`src/hdl/iofrb_pkg.sv`:
```
// Shared constants and types for the in-order frame reorder buffer.
`timescale 1ns / 1ps

package iofrb_pkg;

    localparam int unsigned WINDOW_DEPTH_DEF = 16;
    localparam int unsigned SEQ_W            = 32;
    localparam int unsigned SCORE_W          = 31;
    localparam int unsigned HANDLE_W         = 16;

    localparam logic STATUS_EMIT   = 1'b0;
    localparam logic STATUS_REJECT = 1'b1;

    typedef enum logic [1:0]
    {
        ST_IDLE,
        ST_CALC,
        ST_DRAIN
    } state_t;

endpackage

```
`src/hdl/in_order_frame_reorder_buffer.sv`:
```
// Top level of the in-order frame reorder buffer: window control and result register.
`timescale 1ns / 1ps

// An item is taken when start is high and busy is low. Each item is first
// captured, then checked in a window against the expected sequence number;
// an in-order arrival is then followed by a drain of the parked items, and
// busy stays high until the check and any drain are done. The drain is set
// by the one read port of the slot memory, which delivers one parked item
// per cycle. Results come out of a register in the cycle after they are
// formed, each for one cycle with result_valid high; the receiver cannot
// stall, and a new item may be started while the last result is still on
// the ports. An item that lands in the window is parked and gives no result;
// a stale, out-of-window or duplicate item gives one reject result with
// status 1. After reset the block is ready at once: the slot valid bits are
// flops.

module in_order_frame_reorder_buffer #(
    parameter int unsigned WINDOW_DEPTH = iofrb_pkg::WINDOW_DEPTH_DEF
) (
    input  logic                            clk,
    input  logic                            rst_n,
    input  logic                            start,
    output logic                            busy,
    input  logic [iofrb_pkg::SEQ_W-1:0]     seq_num,
    input  logic [iofrb_pkg::SCORE_W-1:0]   score,
    input  logic [iofrb_pkg::HANDLE_W-1:0]  payload_handle,
    output logic                            result_valid,
    output logic [iofrb_pkg::SEQ_W-1:0]     out_seq_num,
    output logic [iofrb_pkg::SCORE_W-1:0]   out_score,
    output logic [iofrb_pkg::HANDLE_W-1:0]  out_handle,
    output logic                            status,
    output logic                            last_of_run
);

    localparam int unsigned SLOT_W = $clog2(WINDOW_DEPTH);
    localparam int unsigned DATA_W = iofrb_pkg::SCORE_W + iofrb_pkg::HANDLE_W;
    localparam logic [SLOT_W-1:0] LAST_SLOT = SLOT_W'(WINDOW_DEPTH - 1);
    localparam logic [SLOT_W:0] DEPTH_WIDE = (SLOT_W + 1)'(WINDOW_DEPTH);
    localparam logic [iofrb_pkg::SEQ_W-1:0] DEPTH_SEQ = iofrb_pkg::SEQ_W'(WINDOW_DEPTH);

    iofrb_pkg::state_t state_reg, state_next;

    logic [iofrb_pkg::SEQ_W-1:0]    ne_reg, ne_next;
    logic [SLOT_W-1:0]              ne_slot_reg, ne_slot_next;
    logic [WINDOW_DEPTH-1:0]        slot_valid_reg, slot_valid_next;
    logic [SLOT_W-1:0]              cnt_reg, cnt_next;

    logic [iofrb_pkg::SEQ_W-1:0]    seq_reg;
    logic [iofrb_pkg::SCORE_W-1:0]  score_reg;
    logic [iofrb_pkg::HANDLE_W-1:0] handle_reg;

    logic                           result_valid_reg, result_valid_next;
    logic [iofrb_pkg::SEQ_W-1:0]    out_seq_reg, out_seq_next;
    logic [iofrb_pkg::SCORE_W-1:0]  out_score_reg, out_score_next;
    logic [iofrb_pkg::HANDLE_W-1:0] out_handle_reg, out_handle_next;
    logic                           status_reg, status_next;
    logic                           last_reg, last_next;

    logic                           accept;
    logic [iofrb_pkg::SEQ_W-1:0]    win_off;
    logic                           in_window;
    logic                           wrapped;
    logic [SLOT_W:0]                slot_sum;
    logic [SLOT_W-1:0]              park_slot;
    logic [SLOT_W-1:0]              nxt_slot;
    logic                           drain_more;

    logic                           mem_we;
    logic [DATA_W-1:0]              mem_wdata;
    logic [DATA_W-1:0]              mem_rdata;

    assign busy   = (state_reg != iofrb_pkg::ST_IDLE);
    assign accept = start && !busy;

    // slot of next_expected + 1; next_expected wraps to zero, slot too
    always_comb
    begin
        if (ne_reg == '1)
        begin
            nxt_slot = '0;
        end
        else if (ne_slot_reg == LAST_SLOT)
        begin
            nxt_slot = '0;
        end
        else
        begin
            nxt_slot = ne_slot_reg + 1'b1;
        end
    end

    // park slot = seq mod depth, derived from the tracked slot of next_expected
    assign win_off   = seq_reg - ne_reg;
    assign in_window = (win_off != '0) && (win_off <= DEPTH_SEQ);
    assign wrapped   = (seq_reg < ne_reg);
    assign slot_sum  = {1'b0, ne_slot_reg} + win_off[SLOT_W:0];

    always_comb
    begin
        if (wrapped)
        begin
            park_slot = seq_reg[SLOT_W-1:0];
        end
        else if (slot_sum >= DEPTH_WIDE)
        begin
            park_slot = SLOT_W'(slot_sum - DEPTH_WIDE);
        end
        else
        begin
            park_slot = slot_sum[SLOT_W-1:0];
        end
    end

    assign drain_more = slot_valid_reg[nxt_slot] && (nxt_slot != ne_slot_reg)
                        && (cnt_reg != LAST_SLOT);
    assign mem_wdata  = {score_reg, handle_reg};

    always_comb
    begin
        state_next        = state_reg;
        ne_next           = ne_reg;
        ne_slot_next      = ne_slot_reg;
        slot_valid_next   = slot_valid_reg;
        cnt_next          = cnt_reg;
        result_valid_next = 1'b0;
        out_seq_next      = out_seq_reg;
        out_score_next    = out_score_reg;
        out_handle_next   = out_handle_reg;
        status_next       = status_reg;
        last_next         = last_reg;
        mem_we            = 1'b0;

        case (state_reg)
            iofrb_pkg::ST_IDLE:
            begin
                if (start)
                begin
                    state_next = iofrb_pkg::ST_CALC;
                end
            end

            iofrb_pkg::ST_CALC:
            begin
                if (win_off == '0)
                begin
                    result_valid_next = 1'b1;
                    out_seq_next      = seq_reg;
                    out_score_next    = score_reg;
                    out_handle_next   = handle_reg;
                    status_next       = iofrb_pkg::STATUS_EMIT;
                    last_next         = !slot_valid_reg[nxt_slot];
                    ne_next           = ne_reg + 1'b1;
                    ne_slot_next      = nxt_slot;
                    cnt_next          = '0;
                    state_next        = slot_valid_reg[nxt_slot] ? iofrb_pkg::ST_DRAIN
                                                                 : iofrb_pkg::ST_IDLE;
                end
                else if (in_window && !slot_valid_reg[park_slot])
                begin
                    mem_we                     = 1'b1;
                    slot_valid_next[park_slot] = 1'b1;
                    state_next                 = iofrb_pkg::ST_IDLE;
                end
                else
                begin
                    result_valid_next = 1'b1;
                    out_seq_next      = seq_reg;
                    out_score_next    = '0;
                    out_handle_next   = '0;
                    status_next       = iofrb_pkg::STATUS_REJECT;
                    last_next         = 1'b1;
                    state_next        = iofrb_pkg::ST_IDLE;
                end
            end

            iofrb_pkg::ST_DRAIN:
            begin
                result_valid_next            = 1'b1;
                out_seq_next                 = ne_reg;
                out_score_next               = mem_rdata[DATA_W-1:iofrb_pkg::HANDLE_W];
                out_handle_next              = mem_rdata[iofrb_pkg::HANDLE_W-1:0];
                status_next                  = iofrb_pkg::STATUS_EMIT;
                last_next                    = !drain_more;
                slot_valid_next[ne_slot_reg] = 1'b0;
                ne_next                      = ne_reg + 1'b1;
                ne_slot_next                 = nxt_slot;
                cnt_next                     = cnt_reg + 1'b1;
                state_next                   = drain_more ? iofrb_pkg::ST_DRAIN
                                                          : iofrb_pkg::ST_IDLE;
            end

            default:
            begin
                state_next = iofrb_pkg::ST_IDLE;
            end
        endcase
    end

    always_ff @(posedge clk or negedge rst_n)
    begin
        if (!rst_n)
        begin
            state_reg        <= iofrb_pkg::ST_IDLE;
            ne_reg           <= '0;
            ne_slot_reg      <= '0;
            slot_valid_reg   <= '0;
            cnt_reg          <= '0;
            result_valid_reg <= 1'b0;
        end
        else
        begin
            state_reg        <= state_next;
            ne_reg           <= ne_next;
            ne_slot_reg      <= ne_slot_next;
            slot_valid_reg   <= slot_valid_next;
            cnt_reg          <= cnt_next;
            result_valid_reg <= result_valid_next;
        end
    end

    always_ff @(posedge clk)
    begin
        if (accept)
        begin
            seq_reg    <= seq_num;
            score_reg  <= score;
            handle_reg <= payload_handle;
        end
        out_seq_reg    <= out_seq_next;
        out_score_reg  <= out_score_next;
        out_handle_reg <= out_handle_next;
        status_reg     <= status_next;
        last_reg       <= last_next;
    end

    iofrb_ram #(
        .WIDTH (DATA_W),
        .DEPTH (WINDOW_DEPTH)
    ) u_slot_ram (
        .clk   (clk),
        .we    (mem_we),
        .waddr (park_slot),
        .wdata (mem_wdata),
        .raddr (nxt_slot),
        .rdata (mem_rdata)
    );

    assign result_valid = result_valid_reg;
    assign out_seq_num  = out_seq_reg;
    assign out_score    = out_score_reg;
    assign out_handle   = out_handle_reg;
    assign status       = status_reg;
    assign last_of_run  = last_reg;

`ifndef SYNTHESIS
    a_reject_is_last: assert property (@(posedge clk) disable iff (!rst_n)
        (result_valid_reg && (status_reg == iofrb_pkg::STATUS_REJECT)) |-> last_reg)
        else $error("reject transfer without last_of_run");

    a_drain_slot_valid: assert property (@(posedge clk) disable iff (!rst_n)
        (state_reg == iofrb_pkg::ST_DRAIN) |-> slot_valid_reg[ne_slot_reg])
        else $error("drain from an empty slot");

    a_emit_advances: assert property (@(posedge clk) disable iff (!rst_n)
        (result_valid_next && (status_next == iofrb_pkg::STATUS_EMIT))
        |=> (ne_reg == $past(ne_reg) + 1'b1))
        else $error("in-order transfer did not advance next expected");

    a_result_source: assert property (@(posedge clk) disable iff (!rst_n)
        result_valid_next |-> ((state_reg == iofrb_pkg::ST_CALC)
                               || (state_reg == iofrb_pkg::ST_DRAIN)))
        else $error("result formed outside check or drain");
`endif

endmodule

```
`src/hdl/iofrb_ram.sv`:
```
// Generic single-write, single-read RAM with registered read data.
`timescale 1ns / 1ps

module iofrb_ram #(
    parameter int unsigned WIDTH = 8,
    parameter int unsigned DEPTH = 16
) (
    input  logic                     clk,
    input  logic                     we,
    input  logic [$clog2(DEPTH)-1:0] waddr,
    input  logic [WIDTH-1:0]         wdata,
    input  logic [$clog2(DEPTH)-1:0] raddr,
    output logic [WIDTH-1:0]         rdata
);

    logic [WIDTH-1:0] mem_reg [DEPTH];
    logic [WIDTH-1:0] rdata_reg;

    always_ff @(posedge clk)
    begin
        if (we)
        begin
            mem_reg[waddr] <= wdata;
        end
        rdata_reg <= mem_reg[raddr];
    end

    assign rdata = rdata_reg;

endmodule
```
`config.mk`:
```
export PLATFORM = sky130hd
export DESIGN_NAME = in_order_frame_reorder_buffer
export DESIGN_NICKNAME = d
export VERILOG_FILES = /design/src/hdl/iofrb_pkg.sv /design/src/hdl/in_order_frame_reorder_buffer.sv /design/src/hdl/iofrb_ram.sv
export SDC_FILE = /design/constraint.sdc
export NUM_CORES = 1
export LEC_CHECK = 0
export BUFFER_PORTS_ARGS = -buffer_cell sky130_fd_sc_hd__buf_2
export CORE_UTILIZATION = 54
export CTS_BUF_LIST = sky130_fd_sc_hd__clkbuf_16
export DETAILED_ROUTE_END_ITERATION = 12
export PLACE_DENSITY = 0.71
export SLEW_MARGIN = 20
export SYNTH_ARGS = -nofsm -noshare
export SYNTH_HDL_FRONTEND = slang
export SYNTH_SLANG_ARGS = --single-unit
```
`constraint.sdc`:
```
create_clock -name clk -period 11.15 [get_ports clk]
set_input_delay 0.5575 -clock clk [delete_from_list [all_inputs] [get_ports clk]]
set_output_delay 0.5575 -clock clk [all_outputs]
set_load 0.01 [all_outputs]
```
==> impl_results.md <==
* Number of flip-flops in the largest register at between 700 and 800
* Iteration count of the initial detailed-routing pass at 7
* Count leader, synth: nand2_1
* Post-DP HPWL at 55200 um
* Register Area at 0.0298 mm2
* Clk pin slew, worst setup/hold paths at ~0.06 ns
* Yosys top cell area share at 0.651
* Fraction of the mapped netlist area in adder cells at 0.0146
* GPL Wtd Cong at 0.947
* Setup Fix Bufs, Post-CTS at 0
* Core ar. at approximately 0.076 mm2
* CTS tree: done
* Syn nets at 3544
* Worst min-delay path category: in -> reg
* CP Class: reg -> reg
* Power, Total at 8.86 mW
* Pwr per Cell Area at 188 mW/mm2
* Initial Util at 0.550
* Register area share after synthesis at 0.709
* Antenna violations before repair at 0
* CTS Buffer Depth at 3
* CTS Hold Bufs at 0
* Post-place setup slack at 5.38 ns
* Fin. Hold Viols at 0
* Gr ovfl total at 0
* Critical Path AT at 6.15 ns
* Ys flop type: edfxtp_1
* Largest area contributor in the netlist: edfxtp_1
* Global-route wire length before repair at 154000 um
* CP Max Fanout at 47
* Synth top area cells: edfxtp_1 65%, nand2_1 8.3%, nand3_1 4.8%
* EDFF count, synth at between 900 and 1000
* Final WL at 101000 um
* Compound-Gate Fraction of Synth Area at 0.0629
* Die Wd at 281 um
* Post-synthesis mux area share at 0.0107
* Drt drc at 0
* Routed length per placed instance at around 22 um
* RSZ-0062 raised after global routing: no
* Simple-Gate Fraction of Synth Area at 0.167
* CTS resizes at 0
* Vias/cell at just under 6
* Hold_ws at 0.0388 ns
* Min cycle time layout at approximately 6 ns
* Slew margin rel. at 0.204
* Vias at roughly 28000
* Fmax at 171 MHz
* Vias in the first global route at ~27000
* Synth Register Bits at 1018
* Async set-reset flop share out of synthesis at 0.0580
* Area grow syn2layout at 12.3%
* Largest family of logic cells by synthesized area: simple AND/OR/NAND/NOR gates
* Clock latency on the worst-skew pair at ~0.7 ns
* Port bufs at 164
* Setup crit end kind: register
* Post-synth top cells: 935 x nand2_1, 912 x edfxtp_1, 402 x nand3_1, 139 x clkbuf_1, 107 x a31oi_1
* Worst setup SP type: register
* Mean post-synth cell area at 12.3 um2
* VDD IR max at 0.183 mV
* Max Cap Viol at 0
* Distinct cells, synth at 82
* Multi-input logic area at about 0.011 mm2
* Final Cycle Share at 0.525
* Die height at 281 um
* Cell area after synthesis at ~0.042 mm2
* Xor/xnor share of the synthesized area at 0.0114
* Iter 0 DRT Violations at 2659
* Final setup fails at 0
* TNS Setup at 0 ns
* Leak at 16.8 nW
* Post-Route Utilization at 0.618
* Htree depth at 3
* Die ar. at approximately 0.079 mm2
* Clock tree root buffer cell: clkbuf_16
* Share of layout cells above drive strength 1 at 0.125
* Final Worst Setup Slack at 5.29 ns
* Ports at ~170
* Clock sink total at a little over 1000
* Worst Tran Pin Value at 1.19 ns
* Final nets at 3651
* YS warnings at 0
* Status: finished, final reports clean
* CTS Buf Count at 102
* Global-route total usage across every layer at 0.254
* Core Rows at 101
* Largest net degree at the start of global routing at 226
* Routed Antenna Nets at 0
* Final Skew at 0.0320 ns
* Critical Path RT at approximately 11 ns
* Final max-slew violation count at 0
* Fillers at between 5000 and 6000
* Synth Instances at between 3000 and 4000
[stage by stage]
step	instance area, um2	instances
after floorplan	42100	3414
after global placement	43800	4447
after detailed placement	43800	4447
after CTS	47200	4640
after global routing	47200	4640
final	47200	4643
[worst max-delay path: stages (launching register included)]
cell and delay (ns):
edfxtp_1 0.39, inv_1 0.11, ha_1 0.22, fa_1 0.41
nor2b_1 0.22, o2111ai_1 0.20, a21boi_1 0.28, o211ai_1 0.21
nand2_1 0.45, nor3b_1 0.11, a31oi_1 0.68, a21oi_1 0.09
nor3_1 0.31, nand3_1 0.70, nor3_2 0.31, buf_4 0.73
[routing by layer]
metal	global-route usage	vias to the layer above	wire (um)
met2	0.421	1033	48700
met1	0.349	13629	43000
li1	-	12633	-
met4	0.0862	0	3020
met5	0	-	0
met3	0.0323	205	6020
[cell usage in the layout, fill, tap and decap left out, types with 5 or more instances in the layout]
master and count:
a211oi_1 51, a21o_1 9, a21oi_1 51, a21oi_2 5
a22oi_1 8, a31oi_1 107, and2_1 6, and3_1 98
buf_2 164, buf_4 43, bufinv_16 10, clkbuf_16 102
clkinv_1 18, clkinv_2 23, clkinvlp_4 6, dfrtp_1 59
dfxtp_1 47, edfxtp_1 912, ha_1 45, inv_1 69
mux2_2 32, mux2i_1 9, nand2_1 931, nand2b_1 6
nand3_1 402, nand4_1 25, nor2_1 37, nor3_1 21
nor3_2 16, nor3b_1 6, nor4_1 6, o211ai_1 10
o21a_1 10, o21ai_0 101, o221ai_1 5, or2_2 8
xnor2_1 42, xor2_1 11
[area by class of cell]
| cell class | count | share of cell area |
|---|---|---|
| inverter | 49 | 0.00390 |
| antenna | 3 | 0.000159 |
| tap | 1030 | 0.0273 |
| clock buffer | 102 | 0.0541 |
| clock inverter | 91 | 0.0177 |
| sequential | 1018 | 0.631 |
| multi-input combinational | 2141 | 0.241 |
| timing repair buffer | 209 | 0.0251 |
[power breakdown]
| group | switching [mW] | total, mW | internal [mW] |
|---|---|---|---|
| Sequential | 0.214 | 4.71 | 4.50 |
| Combinational | 0.486 | 0.728 | 0.242 |
| Clock | 1.50 | 3.42 | 1.92 |
| Total | 2.20 | 8.86 | 6.66 |
[final timing paths]
path | slack (ns) | cells past startpoint | to | startpoint
worst max-delay path | 5.29 | 15 | u_slot_ram.mem_reg[3][36] | seq_reg[0]
worst min register to register | 0.50 | 2 | out_handle[2] | u_slot_ram.rdata[2]
max in group asynchronous | 10.56 | 2 | cnt_reg[3] | rst_n
min in group asynchronous | 0.07 | 2 | ne_reg[31] | rst_n
worst min-delay path | 0.04 | 1 | score_reg[0] | score[0]
worst max register to register | 5.29 | 15 | u_slot_ram.mem_reg[3][36] | seq_reg[0]
[kinds of logic after synthesis]
family,after synthesis
AOI/OAI and AO/OA,408
xor gates and xnor gates,54
adders and majority gates,48
buffers and inverters,255
DFF,1018
muxes,41
and+or+nand+nor,1590
No activity file was read; power rests on OpenSTA's default activity.
